`src/srt_pkg.sv`:
```
package srt_pkg;

    // Field widths of the channels and the configuration port.
    localparam int FUNC_W       = 2;
    localparam int NODE_FIELD_W = 6;
    localparam int WEIGHT_W     = 10;
    localparam int STATUS_W     = 2;
    localparam int DIST_FIELD_W = 16;
    localparam int NCFG_W       = 7;
    localparam int LIMIT_W      = 16;
    localparam int CFG_IDX_W    = 1;
    localparam int CFG_DATA_W   = 16;

    // Configuration register indexes.
    localparam logic [CFG_IDX_W-1:0] CFG_NODE_COUNT    = 1'd0;
    localparam logic [CFG_IDX_W-1:0] CFG_UNREACH_LIMIT = 1'd1;

    localparam logic [NCFG_W-1:0]  NODE_COUNT_RESET = 7'd64;
    localparam logic [LIMIT_W-1:0] LIMIT_RESET      = 16'd1000;

    localparam logic [DIST_FIELD_W-1:0] DIST_FIELD_MAX = '1;

    // Function codes.
    localparam logic [FUNC_W-1:0] FUNC_ADD_LINK    = 2'd0;
    localparam logic [FUNC_W-1:0] FUNC_REMOVE_LINK = 2'd1;
    localparam logic [FUNC_W-1:0] FUNC_COMPUTE     = 2'd2;

    // Status codes.
    localparam logic [STATUS_W-1:0] ST_OK       = 2'd0;
    localparam logic [STATUS_W-1:0] ST_BAD_NODE = 2'd1;
    localparam logic [STATUS_W-1:0] ST_EXISTS   = 2'd2;
    localparam logic [STATUS_W-1:0] ST_NO_LINK  = 2'd3;

    typedef struct packed {
        logic [FUNC_W-1:0]       func;
        logic [NODE_FIELD_W-1:0] node_a;
        logic [NODE_FIELD_W-1:0] node_b;
        logic [WEIGHT_W-1:0]     weight;
    } srt_in_t;

    typedef struct packed {
        logic [STATUS_W-1:0]     status;
        logic [NODE_FIELD_W-1:0] dest_node;
        logic [NODE_FIELD_W-1:0] next_hop;
        logic [DIST_FIELD_W-1:0] distance;
        logic                    reachable;
        logic                    direct;
        logic                    last;
    } srt_out_t;

    typedef enum logic [3:0] {
        S_CLEAR,
        S_IDLE,
        S_LINK_RD,
        S_LINK_CHK,
        S_LINK_WR2,
        S_RESULT,
        S_INIT,
        S_SELECT,
        S_RELAX,
        S_EMIT
    } srt_state_t;

    // Control into the relaxation unit.
    typedef struct packed {
        logic init_mode;
        logic settled_k;
        logic k_is_src;
        logic u_is_src;
    } srt_ctl_t;

    // Decisions out of the relaxation unit.
    typedef struct packed {
        logic wr;
        logic pv_val;
        logic cand;
    } srt_upd_t;

endpackage

```
`src/srt_relax_unit.sv`:
```
module srt_relax_unit #(
    parameter int MAX_NODES = 64,
    parameter int DIST_BITS = 16,
    localparam int NODE_W = (MAX_NODES > 1) ? $clog2(MAX_NODES) : 1,
    localparam int CMP_W  = (DIST_BITS > srt_pkg::LIMIT_W) ? DIST_BITS : srt_pkg::LIMIT_W
) (
    input  srt_pkg::srt_ctl_t             ctl,
    input  logic [srt_pkg::WEIGHT_W-1:0]  weight,
    input  logic [DIST_BITS-1:0]          best_k,
    input  logic [NODE_W-1:0]             fh_k,
    input  logic [NODE_W-1:0]             k,
    input  logic [DIST_BITS-1:0]          best_u,
    input  logic [NODE_W-1:0]             fh_u,
    input  logic [srt_pkg::LIMIT_W-1:0]   limit,
    input  logic [CMP_W-1:0]              sel_cmp,
    output srt_pkg::srt_upd_t             upd,
    output logic [DIST_BITS-1:0]          best_new,
    output logic [NODE_W-1:0]             fh_new
);
    import srt_pkg::*;

    localparam logic [DIST_BITS-1:0] DIST_MAX = '1;

    logic [CMP_W-1:0]       limit_ext;
    logic [CMP_W-1:0]       weight_cmp;
    logic [CMP_W-1:0]       init_raw;
    logic [DIST_BITS-1:0]   init_dist;
    logic                   len_ok;
    logic [DIST_BITS:0]     sum;
    logic [DIST_BITS-1:0]   cand_dist;
    logic                   improve;
    logic                   eligible;

    assign limit_ext  = CMP_W'(limit);
    assign weight_cmp = CMP_W'(weight);

    // A missing link stands for the limit distance, saturated to the distance width.
    assign init_raw  = (weight != '0) ? weight_cmp : limit_ext;
    assign init_dist = (init_raw > CMP_W'(DIST_MAX)) ? DIST_MAX : init_raw[DIST_BITS-1:0];

    assign len_ok    = (weight != '0) && (weight_cmp < limit_ext);
    assign sum       = {1'b0, best_u} + (DIST_BITS+1)'(weight);
    assign cand_dist = sum[DIST_BITS] ? DIST_MAX : sum[DIST_BITS-1:0];
    assign improve   = !ctl.settled_k && len_ok && (cand_dist < best_k);

    always_comb begin
        if (ctl.init_mode) begin
            best_new   = ctl.k_is_src ? '0 : init_dist;
            fh_new     = k;
            upd.wr     = 1'b1;
            upd.pv_val = !ctl.k_is_src && (CMP_W'(init_dist) < limit_ext);
            eligible   = !ctl.k_is_src;
        end else begin
            best_new   = improve ? cand_dist : best_k;
            // The first hop of a node reached through the source is the node itself.
            fh_new     = improve ? (ctl.u_is_src ? k : fh_u) : fh_k;
            upd.wr     = improve;
            upd.pv_val = 1'b1;
            eligible   = !ctl.settled_k;
        end
        upd.cand = eligible && (CMP_W'(best_new) < sel_cmp);
    end

endmodule

```
`config.mk`:
```
export PLATFORM = sky130hd
export DESIGN_NAME = srt_relax_unit
export DESIGN_NICKNAME = d
export VERILOG_FILES = /design/src/srt_pkg.sv /design/src/srt_relax_unit.sv
export SDC_FILE = /design/constraint.sdc
export NUM_CORES = 1
export LEC_CHECK = 0
export BUFFER_PORTS_ARGS = -buffer_cell sky130_fd_sc_hd__buf_4
export CAP_MARGIN = 20
export CORE_MARGIN = 2
export CORE_UTILIZATION = 50
export DETAILED_ROUTE_END_ITERATION = 7
export MAX_ROUTING_LAYER = met4
export PLACE_DENSITY = 0.85
export SETUP_SLACK_MARGIN = 0.2
export SLEW_MARGIN = 15
export SYNTH_ARGS = -nofsm -noshare
export SYNTH_HDL_FRONTEND = slang
export SYNTH_SLANG_ARGS = --single-unit
```
`constraint.sdc`:
```
create_clock -name vclk -period 7.1
set_input_delay 0.71 -clock vclk [all_inputs]
set_output_delay 0.71 -clock vclk [all_outputs]
set_load 0.1 [all_outputs]
```
==> flow_summary.json, run 1 <==
{
  "powerDensity_nw_per_um2": 110.4,
  "finalMaxSlewViolations": 0,
  "arrival_ns": 5.98,
  "multi_input_area_um2": 2445,
  "vias_per_cell": 5.652,
  "die_area_um2": 5639,
  "first_global_vias": 2763,
  "leakagePower_nw": 2.045,
  "start_util_pct": 52.81,
  "drc_errors": 0,
  "rows": 25,
  "wl_per_cell_um": 15.47,
  "path_max_fanout": 5,
  "route.vias.total": 3052,
  "fmax_ghz": 0.1494,
  "fillers": 388,
  "irDropWorstVdd_v": 0.00007019,
  "required_ns": 6.39,
  "grt_max_degree": 27,
  "slew_headroom_pct": 41.71,
  "core_um2": 4786,
  "seq_cell_count": 0,
  "ant_nets": 0,
  "ys_warn_count": 0,
  "yosysTopAreaCellShare_pct": 28.71,
  "ys_types": 48,
  "drtPass1Iterations": 4,
  "layout-drive-gt1-share_pct": 33.83,
  "status": "finished, final reports clean",
  "hold_violations": 0,
  "setup_viol": 0,
  "drtIter0Drc": 238,
  "grt_pass1_wl_um": 12630,
  "gp_congestion": 0.9150,
  "critical_path.top_delay_family": "compound AO/OA/AOI/OAI gates",
  "top_level_ports": 121,
  "avgSynthCellArea_um2": 7.201,
  "timing.critical_path.mode_cell": "ha_1",
  "endpoint_kind": "output pin",
  "rsz0062_at_grt": "false",
  "nClkBuffers": 0,
  "slowest_stage": "fa_1",
  "n_antenna_cell": 0,
  "startpoint_type": "input pin",
  "seqCellArea_um2": 0,
  "period_minus_slack_ns": 6.695,
  "die_w_um": 75.10,
  "area_growth_pct": 46.24,
  "ys_top_cells_by_area": "ha_1 29%, mux2i_1 8.3%, inv_1 7.7%",
  "worstSetupPathDepth": 26,
  "max_slew.worst_pin.slew_ns": 0.8744,
  "cp_slowest_stage_delay_ns": 0.46,
  "hold-worst-slack_ns": 1.868,
  "antenna_found_initial": 0,
  "max-cap-violations": 0,
  "ctsHoldBuffers": 0,
  "netlist_area_um2": 2527,
  "die_h_um": 75.10,
  "drt-total-wl_um": 8356,
  "fin_nets": 630,
  "dpl.hpwl_um": 7297,
  "synth_area_leader_cell": "ha_1",
  "post-route-period-util_pct": 94.29,
  "port_buffers": 121,
  "netlist_instances": 351,
  "cp_num_buf_inv": 3,
  "min_path_cells": 3,
  "syn_nets": 506,
  "yosysSeqAreaShare_pct": 0,
  "hold_class": "in -> out",
  "final_util_pct": 77.23,
  "grt_usage_pct": 28.76,
  "final.setup.tns_ns": 0,
  "gr-total-overflow": 0,
  "critPathKind": "in -> out"
}
-- synthesized netlist by cell type, types with 5 or more instances --
library cell,number
nand3_1,5
xor2_1,5
nor2_1,13
a21o_1,8
nand2b_1,7
a211oi_1,6
and3_1,6
a21oi_1,29
ha_1,58
o2bb2ai_1,6
o21ai_0,18
nand4_1,5
nand2_1,25
nor2b_1,11
o22ai_1,9
o211ai_1,5
inv_1,52
clkbuf_1,5
nor3_1,6
o21a_1,7
mux2i_1,21
-- worst min-delay path, cell delays in order --
cell and delay (ns):
buf_4 0.11, o2bb2ai_1 0.11, buf_4 0.23
-- stage by stage --
stage | total power (W) | worst slack [ns] | instances | instance area (um2)
after floorplan | 0.0002826 | 0.2867 | 351 | 2640
after global placement | 0.0003842 | 0.3382 | 534 | 3608
after detailed placement | 0.0003926 | 0.1490 | 534 | 3608
after CTS | 0.0003943 | 0.2350 | 534 | 3613
after global routing | 0.0004390 | 0.09920 | 540 | 3696
final | 0.0004082 | 0.4055 | 540 | 3696
-- cells by family after synthesis --
kind of cell | count (synthesis) | share of synthesized area [%]
AO/OA/AOI/OAI | 113 | 30.40
XOR/XNOR | 6 | 2.079
adder cells (fa/ha/maj) | 59 | 29.51
buffers and inverters | 60 | 9.554
multiplexers | 24 | 9.653
AND/OR/NAND/NOR | 89 | 18.81
-- metal layers --
metal	vias up	track usage [%]	wire length (um)	share of wire, %
li1	1549	-	-	-
met1	1408	41.14	3825	46
met2	95	47.86	4027	48
met3	0	1.071	504	6.0
met4	0	0	0	0
met5	-	-	0	0
-- cell usage in the layout, fill, tap and decap left out, types with 7 or more instances in the layout --
cell      instances
inv_1            52
a21oi_1          28
a21o_1            8
nor2b_1          11
buf_4           128
nand2b_1          7
nand2_1          25
ha_1             58
nor2_1           13
mux2i_1          19
o21ai_0          15
-- final cells by class --
cell class / instances / share of cell area [%]
Inverter: 52 / 5.281
Tap cell: 67 / 2.268
Multi-Input combinational cell: 292 / 66.15
Timing Repair Buffer: 129 / 26.30
-- repair_timing --
item                       in CTS  in global routing
pin swaps                       0                  2
setup endpoints to repair       1                  1
resized for setup               1                  7
buffers inserted                0                  5
cloned                          0                  1
hold endpoints to repair        0                  0
-- where the power goes --
| group | total, W | internal (W) | switching, W | leakage, nW |
|---|---|---|---|---|
| logic | 0.000408 | 0.000150 | 0.000258 | 2.04 |
| registers | 0 | 0 | 0 | 0 |
| clock network | 0 | 0 | 0 | 0 |
-- final timing paths --
check	start	end	slack [ns]
max	weight[0]	upd[0]	0.41
min	k[2]	fh_new[2]	1.87
(Power assumes the default switching activity.)
==> inputs of run 2 (changes only) <==
- MAX_ROUTING_LAYER: met4 -> not set
==> run 2 against run 1 <==
Via count grew 0.79%. Hold slack about the same. Sequential share of layout area unchanged. Critical endpoint unchanged. Largest cell class unchanged.
==> flow_summary.json, run 2 (synthesis results as in run 1) <==
{
  "start_util_pct": 52.81,
  "path_max_fanout": 6,
  "ant_nets": 0,
  "dpl.hpwl_um": 7323,
  "rsz0062_at_grt": "false",
  "route.vias.total": 3076,
  "layout_commonest_cell": "buf_4",
  "fillers": 376,
  "gp_congestion": 0.9043,
  "fmax_ghz": 0.1524,
  "drtPass1Iterations": 5,
  "fin_nets": 632,
  "layout_common_cells": "130 x buf_4, 58 x ha_1, 52 x inv_1",
  "area_growth_pct": 46.53,
  "slowest_stage": "fa_1",
  "port_buffers": 121,
  "leakagePower_nw": 2.053,
  "final.setup.tns_ns": 0,
  "core_um2": 4786,
  "min_from": "k[3]",
  "seq_cell_count": 0,
  "wl_per_cell_um": 15.52,
  "cp_num_buf_inv": 2,
  "grt_pass1_wl_um": 12490,
  "startpoint_type": "input pin",
  "multi_input_area_um2": 2434,
  "status": "finished, final reports clean",
  "seqCellArea_um2": 0,
  "grt_usage_pct": 27.77,
  "die_h_um": 75.10,
  "drt-total-wl_um": 8411,
  "drtIter0Drc": 197,
  "hold_class": "in -> out",
  "critical_path.top_delay_family": "compound AO/OA/AOI/OAI gates",
  "cp_slowest_stage_delay_ns": 0.43,
  "finalMaxSlewViolations": 0,
  "die_w_um": 75.10,
  "die_area_um2": 5639,
  "vias_per_cell": 5.675,
  "required_ns": 6.39,
  "irDropWorstVdd_v": 0.00005642,
  "gr-total-overflow": 0,
  "slew_headroom_pct": 42.71,
  "drc_errors": 0,
  "post-route-period-util_pct": 92.43,
  "rows": 25,
  "critPathKind": "in -> out",
  "final_area_um2": 3704,
  "top_level_ports": 121,
  "nClkBuffers": 0,
  "timing.critical_path.mode_cell": "ha_1",
  "ctsHoldBuffers": 0,
  "hold_violations": 0,
  "max-cap-violations": 0,
  "first_global_vias": 2755,
  "powerDensity_nw_per_um2": 110.7,
  "endpoint_kind": "output pin",
  "max_slew.worst_pin.slew_ns": 0.8594,
  "antenna_found_initial": 0,
  "place_area_um2": 3616,
  "arrival_ns": 5.85,
  "period_minus_slack_ns": 6.562,
  "grt_max_degree": 27,
  "setup_viol": 0,
  "n_antenna_cell": 0,
  "cp-startpoint": "weight[0]",
  "layout-drive-gt1-share_pct": 34.32
}
==> run 2: worst paths after layout <==
check	to	slack, ns	cells past startpoint
max	upd[0]	0.54	25
min	fh_new[3]	1.87	3
==> run 2: power breakdown <==
group | internal [W] | switching, W
combinational | 0.000151 | 0.000259
sequential | 0 | 0
clock | 0 | 0
total | 0.000151 | 0.000259
==> run 2: routing by layer <==
| metal | global-route usage, % | share of wire, % |
|---|---|---|
| met5 | 0 | 0 |
| met4 | 1.389 | 0.40 |
| met3 | 1.071 | 5.6 |
| met2 | 46.88 | 48 |
| met1 | 40.98 | 46 |
==> run 2: tightest hold or removal path, stage by stage <==
cell and delay (ns):
buf_4 0.10, o2bb2ai_1 0.11, buf_4 0.23
==> run 2: final cells by class <==
type | count | share of cell area [%]
Multi-Input combinational cell | 292 | 65.71
Inverter | 52 | 5.270
Timing Repair Buffer | 131 | 26.76
Tap cell | 67 | 2.264
==> run 2: per-stage QoR <==
step	instances	hold slack, ns	util (%)	setup WS, ns	total power [W]
floorplan	351	1.771	-	0.2867	0.0002826
global placement	535	1.864	75.56	0.3132	0.0003841
detailed placement	535	1.865	75.56	0.1432	0.0003941
CTS	535	1.865	75.66	0.2409	0.0003955
global route	542	1.871	77.39	0.1953	0.0004385
finish	542	1.867	77.39	0.5378	0.0004101
==> run 2: timing repair <==
action	in CTS	in global routing
gates resized for setup	1	7
endpoints found under the setup margin	1	1
buffers inserted	0	6
pin swaps	0	4
gates cloned	0	1
==> inputs of run 3 (changes only) <==
- ABC_AREA: not set -> 1
- RECOVER_POWER: not set -> 100
==> run 3 against run 2 <==
Utilization fell by 1.2 points. Worst setup slack improved by 0.040 ns. Critical path depth rose by 9. Critical endpoint unchanged. First-iteration DRC count fell by 22%. Synthesized area rose by 2.6%. Global-route usage rose by 3.4 points. Count of clock-buffer cells in the layout did not move. Non-clock buffer count fell by 7. Maximum frequency rose by 0.62%. Power rose by 0.62%.
==> flow_summary.json, run 3 <==
{
  "nClkBuffers": 0,
  "drc_errors": 0,
  "seqPwrFrac_pct": 0,
  "netlist_instances": 439,
  "layout-drive-gt1-share_pct": 27.75,
  "yosysMostFrequentCell": "inv_1",
  "combPwrFrac_pct": 100.0,
  "dpl.hpwl_um": 8132,
  "leakagePower_nw": 2.089,
  "port_buffers": 121,
  "min_to": "upd[0]",
  "intPower_w": 0.0001319,
  "arrival_ns": 5.81,
  "die_h_um": 76.03,
  "slew_headroom_pct": 20.03,
  "syn_nets": 594,
  "min_from": "ctl[1]",
  "vias_per_cell": 5.456,
  "synth_commonest_cells": "89 x inv_1, 83 x nand2_1, 58 x ha_1",
  "drtIter0Drc": 154,
  "rsz0062_at_grt": "false",
  "seq_cell_count": 0,
  "critPathKind": "in -> out",
  "yosysTopAreaCellShare_pct": 27.98,
  "ant_nets": 0,
  "fin_nets": 712,
  "netlist_area_um2": 2594,
  "path_max_fanout": 17,
  "clockPowerShare_pct": 0,
  "status": "finished, final reports clean",
  "ctsHoldBuffers": 0,
  "ys_types": 43,
  "die_area_um2": 5780,
  "irDropWorstVdd_v": 0.00006831,
  "gp_congestion": 0.9340,
  "timing.critical_path.mode_cell": "nand2_1",
  "seqCellArea_um2": 0,
  "endpoint_kind": "output pin",
  "final.setup.tns_ns": 0,
  "yosysSeqAreaShare_pct": 0,
  "finalMaxSlewViolations": 0,
  "route.vias.total": 3410,
  "ys_top_cells_by_area": "ha_1 28%, inv_1 13%, nand2_1 12%",
  "fmax_ghz": 0.1533,
  "drt-total-wl_um": 9111,
  "grt_usage_pct": 31.13,
  "ys_warn_count": 0,
  "n_antenna_cell": 0,
  "hold_class": "in -> out",
  "startpoint_type": "input pin",
  "rows": 26,
  "top_level_ports": 121,
  "cp_slowest_stage_delay_ns": 0.33,
  "min_path_cells": 5,
  "post-route-period-util_pct": 91.86,
  "hold_violations": 0,
  "setup_viol": 0,
  "die_w_um": 76.03,
  "switching_power_w": 0.0002808,
  "period_minus_slack_ns": 6.522,
  "grt_pass1_wl_um": 15240,
  "grt_max_degree": 20,
  "slowest_stage": "clkbuf_4",
  "required_ns": 6.39,
  "core_um2": 5042,
  "synth_area_leader_cell": "ha_1",
  "p_sw_share_pct": 68.05,
  "layout_common_cells": "99 x buf_4, 87 x inv_1, 83 x nand2_1",
  "max_slew.worst_pin.slew_ns": 1.205,
  "drtPass1Iterations": 5,
  "avgSynthCellArea_um2": 5.908,
  "antenna_found_initial": 0,
  "first_global_vias": 3375,
  "max-cap-violations": 0,
  "wl_per_cell_um": 14.58,
  "gr-total-overflow": 0,
  "powerDensity_nw_per_um2": 107.4,
  "final_util_pct": 76.20,
  "fillers": 430,
  "area_growth_pct": 48.14,
  "layout_commonest_cell": "buf_4",
  "start_util_pct": 51.44
}
run 3: cell types whose count changed in the layout (fill, tap and decap cells not counted), moves of 13 or more:
| cell | change |
|---|---|
| a221oi_4 | +13 |
| buf_4 | -31 |
| clkbuf_1 | +24 |
| inv_1 | +35 |
| mux2i_1 | -19 |
| nand2_1 | +58 |
| nor2_1 | +40 |
run 3: power by group through the flow:
stage	clock network [W]	registers, W	logic, W
after floorplan	0	0	0.000301
after global placement	0	0	0.000409
after detailed placement	0	0	0.000421
after CTS	0	0	0.000422
after global routing	0	0	0.000447
final	0	0	0.000413
run 3: layer usage:
metal / share of wire, % / vias to the layer above / wire, um / global-route usage [%]
met5: 0 / - / 0 / 0
met4: 2.9 / 0 / 260 / 8.000
met3: 5.4 / 27 / 496 / 2.488
met2: 50 / 137 / 4575 / 57.77
met1: 41 / 1546 / 3778 / 38.69
li1: - / 1700 / - / -
run 3: worst max path at each step:
stage,startpoint,end,slack (ns),depth (start not counted)
floorplan,best_u[6],upd[0],0.12,33
global placement,weight[0],upd[0],0.74,32
CTS,weight[2],upd[0],0.58,34
finish,weight[2],upd[0],0.58,34
global route,weight[2],upd[0],0.07,34
detailed placement,weight[2],upd[0],0.59,34
run 3: final cells by class:
class                      instances  area [um2]  area share [%]
inverter                          93       352.8           9.183
multi-input combinational        338        2561           66.66
timing repair buffer             124       840.8           21.88
tap                               70       87.58           2.279
run 3: per-stage QoR:
step,hold WS (ns),area [um2],total power (W),worst slack (ns),instances
6_report,2.007,3842,0.0004126,0.5783,625
3_5_place_dp,1.889,3921,0.0004207,0.5892,625
3_3_place_gp,1.886,3921,0.0004090,0.7421,625
2_1_floorplan,1.648,2943,0.0003013,0.1200,439
5_1_grt,2.025,3842,0.0004471,0.06983,625
4_1_cts,1.889,3921,0.0004223,0.5782,625
run 3: critical path: cells and delay by family:
family          cells  cell delay [ns]
buf+inv             6             0.96
simple gates       14             1.28
compound gates     11             2.03
fa+ha+maj           3             0.80
run 3: timing repair:
item / 4_1_cts / 5_1_grt
buffers inserted: 0 / 0
gates resized for setup: 0 / 4
setup endpoints to repair: 0 / 1
run 3: cell families (layout without fill, tap and decap cells):
kind of cell	after synthesis	after routing	share of synthesized area, %
simple gates	187	187	32.71
xor+xnor	6	6	2.026
compound gates	86	86	21.61
buf+inv	101	217	14.91
fa+ha+maj	59	59	28.75
